$ cat config.mk
export PLATFORM = sky130hd
export DESIGN_NAME = sorted_list_merger
export DESIGN_NICKNAME = d
export VERILOG_FILES = /design/src/rtl/slm_pkg.sv /design/src/rtl/slm_ctrl.sv /design/src/rtl/slm_dp.sv /design/src/rtl/sorted_list_merger.sv
export SDC_FILE = /design/constraint.sdc
export NUM_CORES = 1
export LEC_CHECK = 0
export ABC_CLOCK_PERIOD_IN_PS = 6200
export BUFFER_PORTS_ARGS = -buffer_cell sky130_fd_sc_hd__buf_2
export CAP_MARGIN = 0
export CORE_MARGIN = 8
export CORE_UTILIZATION = 50
export DETAILED_ROUTE_END_ITERATION = 8
export PLACE_DENSITY = 0.74
export SYNTH_ARGS = -nofsm -noshare
export SYNTH_HDL_FRONTEND = slang
export SYNTH_SLANG_ARGS = --single-unit
$ cat constraint.sdc
create_clock -name clk -period 6.2 [get_ports clk]
set_input_delay 0 -clock clk [delete_from_list [all_inputs] [get_ports clk]]
set_output_delay 0 -clock clk [all_outputs]
set_load 0.02 [all_outputs]
$ cat src/rtl/slm_pkg.sv
// Shared types and constants for the sorted list merger.
package slm_pkg;

  localparam int VALUE_W = 32;
  localparam int LEN_W   = 5;
  localparam int OP_W    = 2;

  localparam logic [LEN_W-1:0] LEN_RESET = 5'd4;

  localparam logic [OP_W-1:0] OP_LOAD_A = 2'd0;
  localparam logic [OP_W-1:0] OP_LOAD_B = 2'd1;
  localparam logic [OP_W-1:0] OP_MERGE  = 2'd2;

  typedef enum logic [1:0] {
    ST_IDLE,
    ST_READ,
    ST_EMIT
  } state_t;

  typedef struct packed {
    logic load_a;
    logic load_b;
    logic start;
    logic emit;
  } dp_cmd_t;

  typedef struct packed {
    logic n_zero;
    logic out_free;
    logic last;
  } dp_sts_t;

endpackage

$ cat src/rtl/slm_ctrl.sv
// Controller state machine for the sorted list merger.
module slm_ctrl (
  input  logic                   clk,
  input  logic                   rst,
  input  logic                   s_tvalid,
  input  logic [slm_pkg::OP_W-1:0] op,
  output logic                   s_tready,
  input  slm_pkg::dp_sts_t       sts,
  output slm_pkg::dp_cmd_t       cmd
);
  import slm_pkg::*;

  state_t state;
  state_t state_next;

  always_ff @(posedge clk) begin
    if (rst) begin
      state <= ST_IDLE;
    end else begin
      state <= state_next;
    end
  end

  always_comb begin
    state_next = state;
    case (state)
      ST_IDLE: begin
        if (s_tvalid && op == OP_MERGE && !sts.n_zero) begin
          state_next = ST_READ;
        end
      end
      ST_READ: begin
        state_next = ST_EMIT;
      end
      ST_EMIT: begin
        if (sts.out_free) begin
          state_next = sts.last ? ST_IDLE : ST_READ;
        end
      end
      default: begin
        state_next = ST_IDLE;
      end
    endcase
  end

  always_comb begin
    s_tready   = 1'b0;
    cmd        = '0;
    case (state)
      ST_IDLE: begin
        s_tready   = 1'b1;
        cmd.load_a = s_tvalid && op == OP_LOAD_A;
        cmd.load_b = s_tvalid && op == OP_LOAD_B;
        cmd.start  = s_tvalid && op == OP_MERGE;
      end
      ST_EMIT: begin
        cmd.emit = sts.out_free;
      end
      default: begin
        cmd = '0;
      end
    endcase
  end

  // A result is only produced when the output register can take it.
  a_emit_free: assert property (@(posedge clk) disable iff (rst)
    cmd.emit |-> sts.out_free) else $error("emit while output busy");

  // The memory read state is always followed directly by the compare state.
  a_read_then_emit: assert property (@(posedge clk) disable iff (rst)
    state == ST_READ |=> state == ST_EMIT) else $error("read not followed by emit");

  // No new request is taken while a merge walk is running.
  a_no_load_in_walk: assert property (@(posedge clk) disable iff (rst)
    (state == ST_READ || state == ST_EMIT) |-> !(cmd.load_a || cmd.load_b || cmd.start))
    else $error("request taken during merge");

endmodule

$ cat src/rtl/slm_dp.sv
// Datapath for the sorted list merger: list stores, fill counts, heads and output register.
module slm_dp #(
  parameter int HALF_MAX = 16
) (
  input  logic                          clk,
  input  logic                          rst,
  input  logic                          cfg_valid,
  input  logic [slm_pkg::LEN_W-1:0]     cfg_data,
  input  logic [slm_pkg::VALUE_W-1:0]   item_value,
  input  slm_pkg::dp_cmd_t              cmd,
  output slm_pkg::dp_sts_t              sts,
  output logic                          m_tvalid,
  input  logic                          m_tready,
  output logic [slm_pkg::VALUE_W-1:0]   m_tdata,
  output logic                          m_tlast
);
  import slm_pkg::*;

  localparam int IW = (HALF_MAX > 1) ? $clog2(HALF_MAX) : 1;
  localparam int CW = $clog2(HALF_MAX + 1);

  logic [LEN_W-1:0]   half_length;
  logic [5:0]         n_wide;
  logic [CW-1:0]      n;
  logic [CW-1:0]      fill_a;
  logic [CW-1:0]      fill_b;
  logic [CW-1:0]      head_a;
  logic [CW-1:0]      head_b;
  logic [VALUE_W-1:0] mem_a [HALF_MAX];
  logic [VALUE_W-1:0] mem_b [HALF_MAX];
  logic signed [VALUE_W-1:0] rd_a;
  logic signed [VALUE_W-1:0] rd_b;
  logic               a_live;
  logic               b_live;
  logic               pick_a;
  logic               last;

  always_ff @(posedge clk) begin
    if (rst) begin
      half_length <= LEN_RESET;
    end else if (cfg_valid) begin
      half_length <= cfg_data;
    end
  end

  // Lengths above the store depth saturate to the depth.
  assign n_wide = (6'(half_length) > 6'(HALF_MAX)) ? 6'(HALF_MAX) : 6'(half_length);
  assign n      = n_wide[CW-1:0];

  always_ff @(posedge clk) begin
    if (cmd.load_a && fill_a < n) begin
      mem_a[fill_a[IW-1:0]] <= item_value;
    end
    if (cmd.load_b && fill_b < n) begin
      mem_b[fill_b[IW-1:0]] <= item_value;
    end
    rd_a <= mem_a[head_a[IW-1:0]];
    rd_b <= mem_b[head_b[IW-1:0]];
  end

  // A merge empties both lists as it starts; no load can arrive during the walk.
  always_ff @(posedge clk) begin
    if (rst) begin
      fill_a <= '0;
      fill_b <= '0;
    end else if (cmd.start) begin
      fill_a <= '0;
      fill_b <= '0;
    end else begin
      if (cmd.load_a && fill_a < n) begin
        fill_a <= fill_a + 1'b1;
      end
      if (cmd.load_b && fill_b < n) begin
        fill_b <= fill_b + 1'b1;
      end
    end
  end

  assign a_live = head_a < n;
  assign b_live = head_b < n;
  // On equal heads the A value goes first.
  assign pick_a = a_live && (!b_live || !(rd_b < rd_a));
  assign last   = pick_a ? (head_a + 1'b1 == n && !b_live)
                         : (!a_live && head_b + 1'b1 == n);

  always_ff @(posedge clk) begin
    if (rst) begin
      head_a <= '0;
      head_b <= '0;
    end else if (cmd.start) begin
      head_a <= '0;
      head_b <= '0;
    end else if (cmd.emit) begin
      if (pick_a) begin
        head_a <= head_a + 1'b1;
      end else begin
        head_b <= head_b + 1'b1;
      end
    end
  end

  always_ff @(posedge clk) begin
    if (rst) begin
      m_tvalid <= 1'b0;
    end else if (cmd.emit) begin
      m_tvalid <= 1'b1;
    end else if (m_tready) begin
      m_tvalid <= 1'b0;
    end
  end

  always_ff @(posedge clk) begin
    if (cmd.emit) begin
      m_tdata <= pick_a ? rd_a : rd_b;
      m_tlast <= last;
    end
  end

  assign sts.n_zero   = (n == '0);
  assign sts.out_free = !m_tvalid || m_tready;
  assign sts.last     = last;

  // A shorter length may leave a fill count above it, but never above the store depth.
  a_fill_bound: assert property (@(posedge clk) disable iff (rst)
    fill_a <= CW'(HALF_MAX) && fill_b <= CW'(HALF_MAX))
    else $error("fill count beyond store depth");

  a_emit_shows: assert property (@(posedge clk) disable iff (rst)
    cmd.emit |=> m_tvalid) else $error("emitted result not shown");

  a_head_bound: assert property (@(posedge clk) disable iff (rst)
    cmd.emit |-> (a_live || b_live)) else $error("emit with both lists exhausted");

endmodule

$ cat src/rtl/sorted_list_merger.sv
// Top level of the sorted list merger.
//
//  channel | direction | handshake              | payload
//  s_*     | in        | s_tvalid / s_tready    | s_tdata value, s_tuser op
//  m_*     | out       | m_tvalid / m_tready    | m_tdata merged value, m_tlast
//  cfg_*   | in        | cfg_valid / cfg_ready  | cfg_data half_length
//
// A load request is taken while idle. A merge request starts the walk, then each
// result takes a registered list read, then the compare and the output register;
// a merge gives 2*n results. A stalled output holds the walk in its compare step.
// The stores need no clearing after reset; only the fill counts, heads, half_length,
// m_tvalid and the controller state are reset.
module sorted_list_merger #(
  parameter int HALF_MAX = 16
) (
  input  logic        clk,
  input  logic        rst,
  input  logic        s_tvalid,
  output logic        s_tready,
  input  logic [31:0] s_tdata,  // [31:0] item_value
  input  logic [1:0]  s_tuser,  // [1:0] op
  output logic        m_tvalid,
  input  logic        m_tready,
  output logic [31:0] m_tdata,  // [31:0] merged_value
  output logic        m_tlast,
  input  logic        cfg_valid,
  output logic        cfg_ready,
  input  logic [4:0]  cfg_data  // [4:0] half_length
);
  import slm_pkg::*;

  dp_cmd_t cmd;
  dp_sts_t sts;

  assign cfg_ready = 1'b1;

  slm_ctrl u_ctrl (
    .clk      (clk),
    .rst      (rst),
    .s_tvalid (s_tvalid),
    .op       (s_tuser),
    .s_tready (s_tready),
    .sts      (sts),
    .cmd      (cmd)
  );

  slm_dp #(
    .HALF_MAX (HALF_MAX)
  ) u_dp (
    .clk        (clk),
    .rst        (rst),
    .cfg_valid  (cfg_valid),
    .cfg_data   (cfg_data),
    .item_value (s_tdata),
    .cmd        (cmd),
    .sts        (sts),
    .m_tvalid   (m_tvalid),
    .m_tready   (m_tready),
    .m_tdata    (m_tdata),
    .m_tlast    (m_tlast)
  );

endmodule

==> impl_metrics.py <==
metrics = {
    "floorplan": {
        "initial_core_util_pct": 50.4,
        "die_y_um": 312,
        "die_width_um": 312,
        "fp-row-count": 108,
        "coreArea_um2": 86900,
        "die_area_um2": 97400,
        "ios": 80,
    },
    "clock_tree": {
        "cts_buffer_depth": 3,
        "cts_resized": 0,
        "clk_pin_slew_worst_paths_ns": 0.06,
        "h-tree-depth": 3,
        "cts_tree": "done",
        "cts_buffers": 108,
        "clk_latency_ns": 0.68,
        "cts_root_buffer": "clkbuf_16",
        "post_cts_buffers": 0,
        "clock-sinks": 1149,
    },
    "detailed_routing": {
        "viasPerCell": 6.14,
        "finalWirelength_um": 101000,
        "drt_iter0_markers": 2495,
        "ant_nets": 0,
        "vias": 20839,
        "wl_per_cell_um": 29.8,
        "remaining_drc_errors": 0,
        "drt_pass1_iterations": 5,
    },
    "power_and_ir_drop": {
        "p_comb_share_pct": 2.7,
        "peakVddDrop_uv": 256,
        "p_leak_nw": 15.8,
        "clockPowerShare_pct": 42.9,
        "seqPwrFrac_pct": 54.4,
        "p_total_mw": 15.7,
        "power_density_nw_per_um2": 313,
        "power_switching_mw": 3.13,
        "p_int_mw": 12.5,
        "p_sw_share_pct": 20.0,
    },
    "layout": {
        "final_common_cell": "edfxtp_1",
        "fin_util_pct": 57.7,
        "area_growth_pct": 14.4,
        "nNetsFinal": 2248,
        "final_cell_mix": "edfxtp_1, mux4_2, clkbuf_16",
        "layout-drive-gt1-share_pct": 31.0,
    },
    "timing": {
        "grt_setup_unrepaired": "false",
        "max_freq_mhz": 228,
        "period_share_pct": 70.9,
        "fin_skew_ns": 0.0330,
        "setup_viol": 0,
        "tns_ns": 0,
        "drv_slew": 0,
        "worst_pin_slew_ns": 1.28,
        "post-route-min-period_ns": 4.39,
        "timing.slew.headroom_pct": 14.4,
        "finalHoldViolCount": 0,
    },
    "place": {
        "port_buffers": 78,
        "hpwl_um": 56700,
        "gp_congestion": 0.859,
    },
    "worst_setup_path": {
        "reg2reg_slack_ns": 1.81,
        "worst-setup-path-type": "reg2reg",
        "cp_data_required_time_ns": 6.54,
        "ff2ff_path_depth": 8,
        "timing.rr.end": "u_dp.mem_b[14][17]$_DFFE_PP_",
        "cp.arrival_ns": 4.73,
        "cp-end-kind": "register",
        "cp_max_fo": 20,
        "start_kind": "register",
        "r2r_start": "u_dp.half_length[4]$_SDFFE_PP0P_",
    },
    "global_routing": {
        "grt.overflow.total": 0,
        "grt_max_degree": 79,
        "grt_pass1_vias": 21585,
        "antenna_found_initial": 5,
        "track_usage_pct": 20.6,
        "grt_pass1_wl_um": 147000,
    },
    "synthesis": {
        "async_reset_ff_share_pct": 0,
        "ys_top_cells_by_area": "edfxtp_1, mux4_2, dfxtp_1",
        "synthesis.area_um2": 43800,
        "syn_inst": 1943,
        "seq_area_frac_synth_pct": 76.6,
        "avgSynthCellArea_um2": 22.6,
        "synth.top_cell.area_share_pct": 72.4,
        "synth-edff-count": 1057,
        "yosys_warnings": 0,
        "syn_nets": 2046,
        "synth_top_area_cell": "edfxtp_1",
        "ys_ff_latch": 1149,
        "ys_dominant_reg_cell": "edfxtp_1",
        "synth_cell_types": 55,
    },
    "worst_hold_path": {
        "hold_end": "u_ctrl.state[0]$_SDFFE_PP0P_",
        "hold_depth": 3,
        "min_path_type": "in2reg",
        "min_from": "rst",
    },
    "flow_run": {
        "drv_cap": 0,
    },
    "outcome": {
        "outcome": "finished, final reports clean",
    },
}
-- power groups by stage --
stage | Sequential, mW | Clock (mW) | Combinational (mW)
detailed placement | 8.69 | 0 | 0.386
global route | 8.53 | 7.10 | 0.453
CTS | 8.53 | 6.82 | 0.419
global placement | 8.69 | 0 | 0.371
floorplan | 8.68 | 0 | 0.206
finish | 8.53 | 6.73 | 0.421
-- sequential cells by signal (all words and copies together), names as in the netlist --
signal,cells
u_dp.head_a,5
u_dp.m_tdata,32
u_dp.mem_b,512
u_dp.mem_a,512
u_dp.rd_b,32
u_dp.fill_b,5
u_dp.fill_a,5
u_dp.head_b,5
u_dp.half_length,5
u_dp.rd_a,32
u_ctrl.state,2
u_dp.m_tvalid,1
u_dp.m_tlast,1
-- synth_stat cells, types with 4 or more instances --
| master | n |
|---|---|
| nand2b_1 | 7 |
| buf_2 | 5 |
| mux4_2 | 320 |
| nand4_1 | 5 |
| o21a_1 | 4 |
| a21oi_1 | 30 |
| buf_1 | 27 |
| dfxtp_1 | 92 |
| mux2i_1 | 5 |
| xor2_1 | 5 |
| o211ai_1 | 4 |
| nor3_1 | 11 |
| nand2_1 | 34 |
| buf_4 | 4 |
| clkbuf_1 | 52 |
| or3_1 | 4 |
| xnor2_1 | 8 |
| o21ai_0 | 17 |
| inv_1 | 43 |
| nand3_1 | 7 |
| nor2_1 | 58 |
| ha_1 | 59 |
| mux2_2 | 32 |
| edfxtp_1 | 1057 |
| or4_1 | 5 |
| a21o_1 | 7 |
| nor2b_1 | 7 |
-- critical path, stage by stage, from the launching register on --
cell and delay (ns):
dfxtp_1 0.58, inv_1 0.27, ha_1 0.24, or4b_2 0.62
dlygate4sd3_1 0.61, a21oi_4 0.24, nand2_1 0.30, nor2_4 0.74
buf_4 0.43
-- per-layer routing --
| metal | share of wire [%] | track usage [%] | up-vias |
|---|---|---|---|
| li1 | - | - | 8541 |
| met1 | 40 | 28.5 | 10978 |
| met2 | 48 | 32.8 | 1142 |
| met3 | 10 | 5.04 | 176 |
| met4 | 2.7 | 6.08 | 2 |
| met5 | 0.013 | 0 | - |
-- area by class of cell --
type / instances / area, µm²
fill: 5977 / 36700
multi-input combinational: 662 / 9940
clock inverter: 52 / 674
timing repair buffer: 181 / 1290
inverter: 43 / 161
tap: 1155 / 1450
clock buffer: 152 / 3020
sequential: 1149 / 33600
antenna: 2 / 5.00
-- stage by stage --
stage | setup WS (ns) | hold slack (ns) | area, µm² | std cells
6_report | 1.81 | 0.178 | 50100 | 3396
5_1_grt | 1.69 | 0.207 | 50100 | 3394
4_1_cts | 1.50 | 0.124 | 50100 | 3393
3_5_place_dp | 1.50 | 0.222 | 45900 | 3135
3_3_place_gp | 1.14 | 0.215 | 45900 | 3134
2_1_floorplan | 1.70 | 0.0989 | 43800 | 1943
-- logic make-up after synthesis --
| family | after synthesis | share of synthesized area (%) |
|---|---|---|
| AOI/OAI and AO/OA | 78 | 1.13 |
| xor gates and xnor gates | 14 | 0.311 |
| adders and majority gates | 59 | 1.68 |
| buffers and inverters | 132 | 1.20 |
| DFF | 1149 | 76.6 |
| muxes | 357 | 17.4 |
| other | 1 | 0.00856 |
| and+or+nand+nor | 153 | 1.67 |
-- what timing repair did --
| action | 4_1_cts | 5_1_grt |
|---|---|---|
| hold buffers | 54 | 0 |
| setup endpoints to repair | 0 | 0 |
| hold endpoints to repair | 1043 | 0 |
-- worst max path at each step --
stage,to,slack (ns),cells past startpoint,start
6_report,u_dp.mem_b[14][17]$_DFFE_PP_,1.81,8,u_dp.half_length[4]$_SDFFE_PP0P_
5_1_grt,u_dp.mem_b[14][18]$_DFFE_PP_,1.69,8,u_dp.half_length[4]$_SDFFE_PP0P_
4_1_cts,u_dp.m_tdata[15]$_DFFE_PP_,1.50,8,u_dp.rd_a[2]$_DFF_P_
3_5_place_dp,u_dp.m_tdata[15]$_DFFE_PP_,1.50,8,u_dp.rd_a[2]$_DFF_P_
3_3_place_gp,u_dp.head_a[3]$_SDFFE_PP0P_,1.14,10,u_dp.rd_a[31]$_DFF_P_
2_1_floorplan,u_dp.mem_a[0][0]$_DFFE_PP_,1.70,9,u_dp.half_length[4]$_SDFFE_PP0P_
No activity file was read; power rests on OpenSTA's default activity.
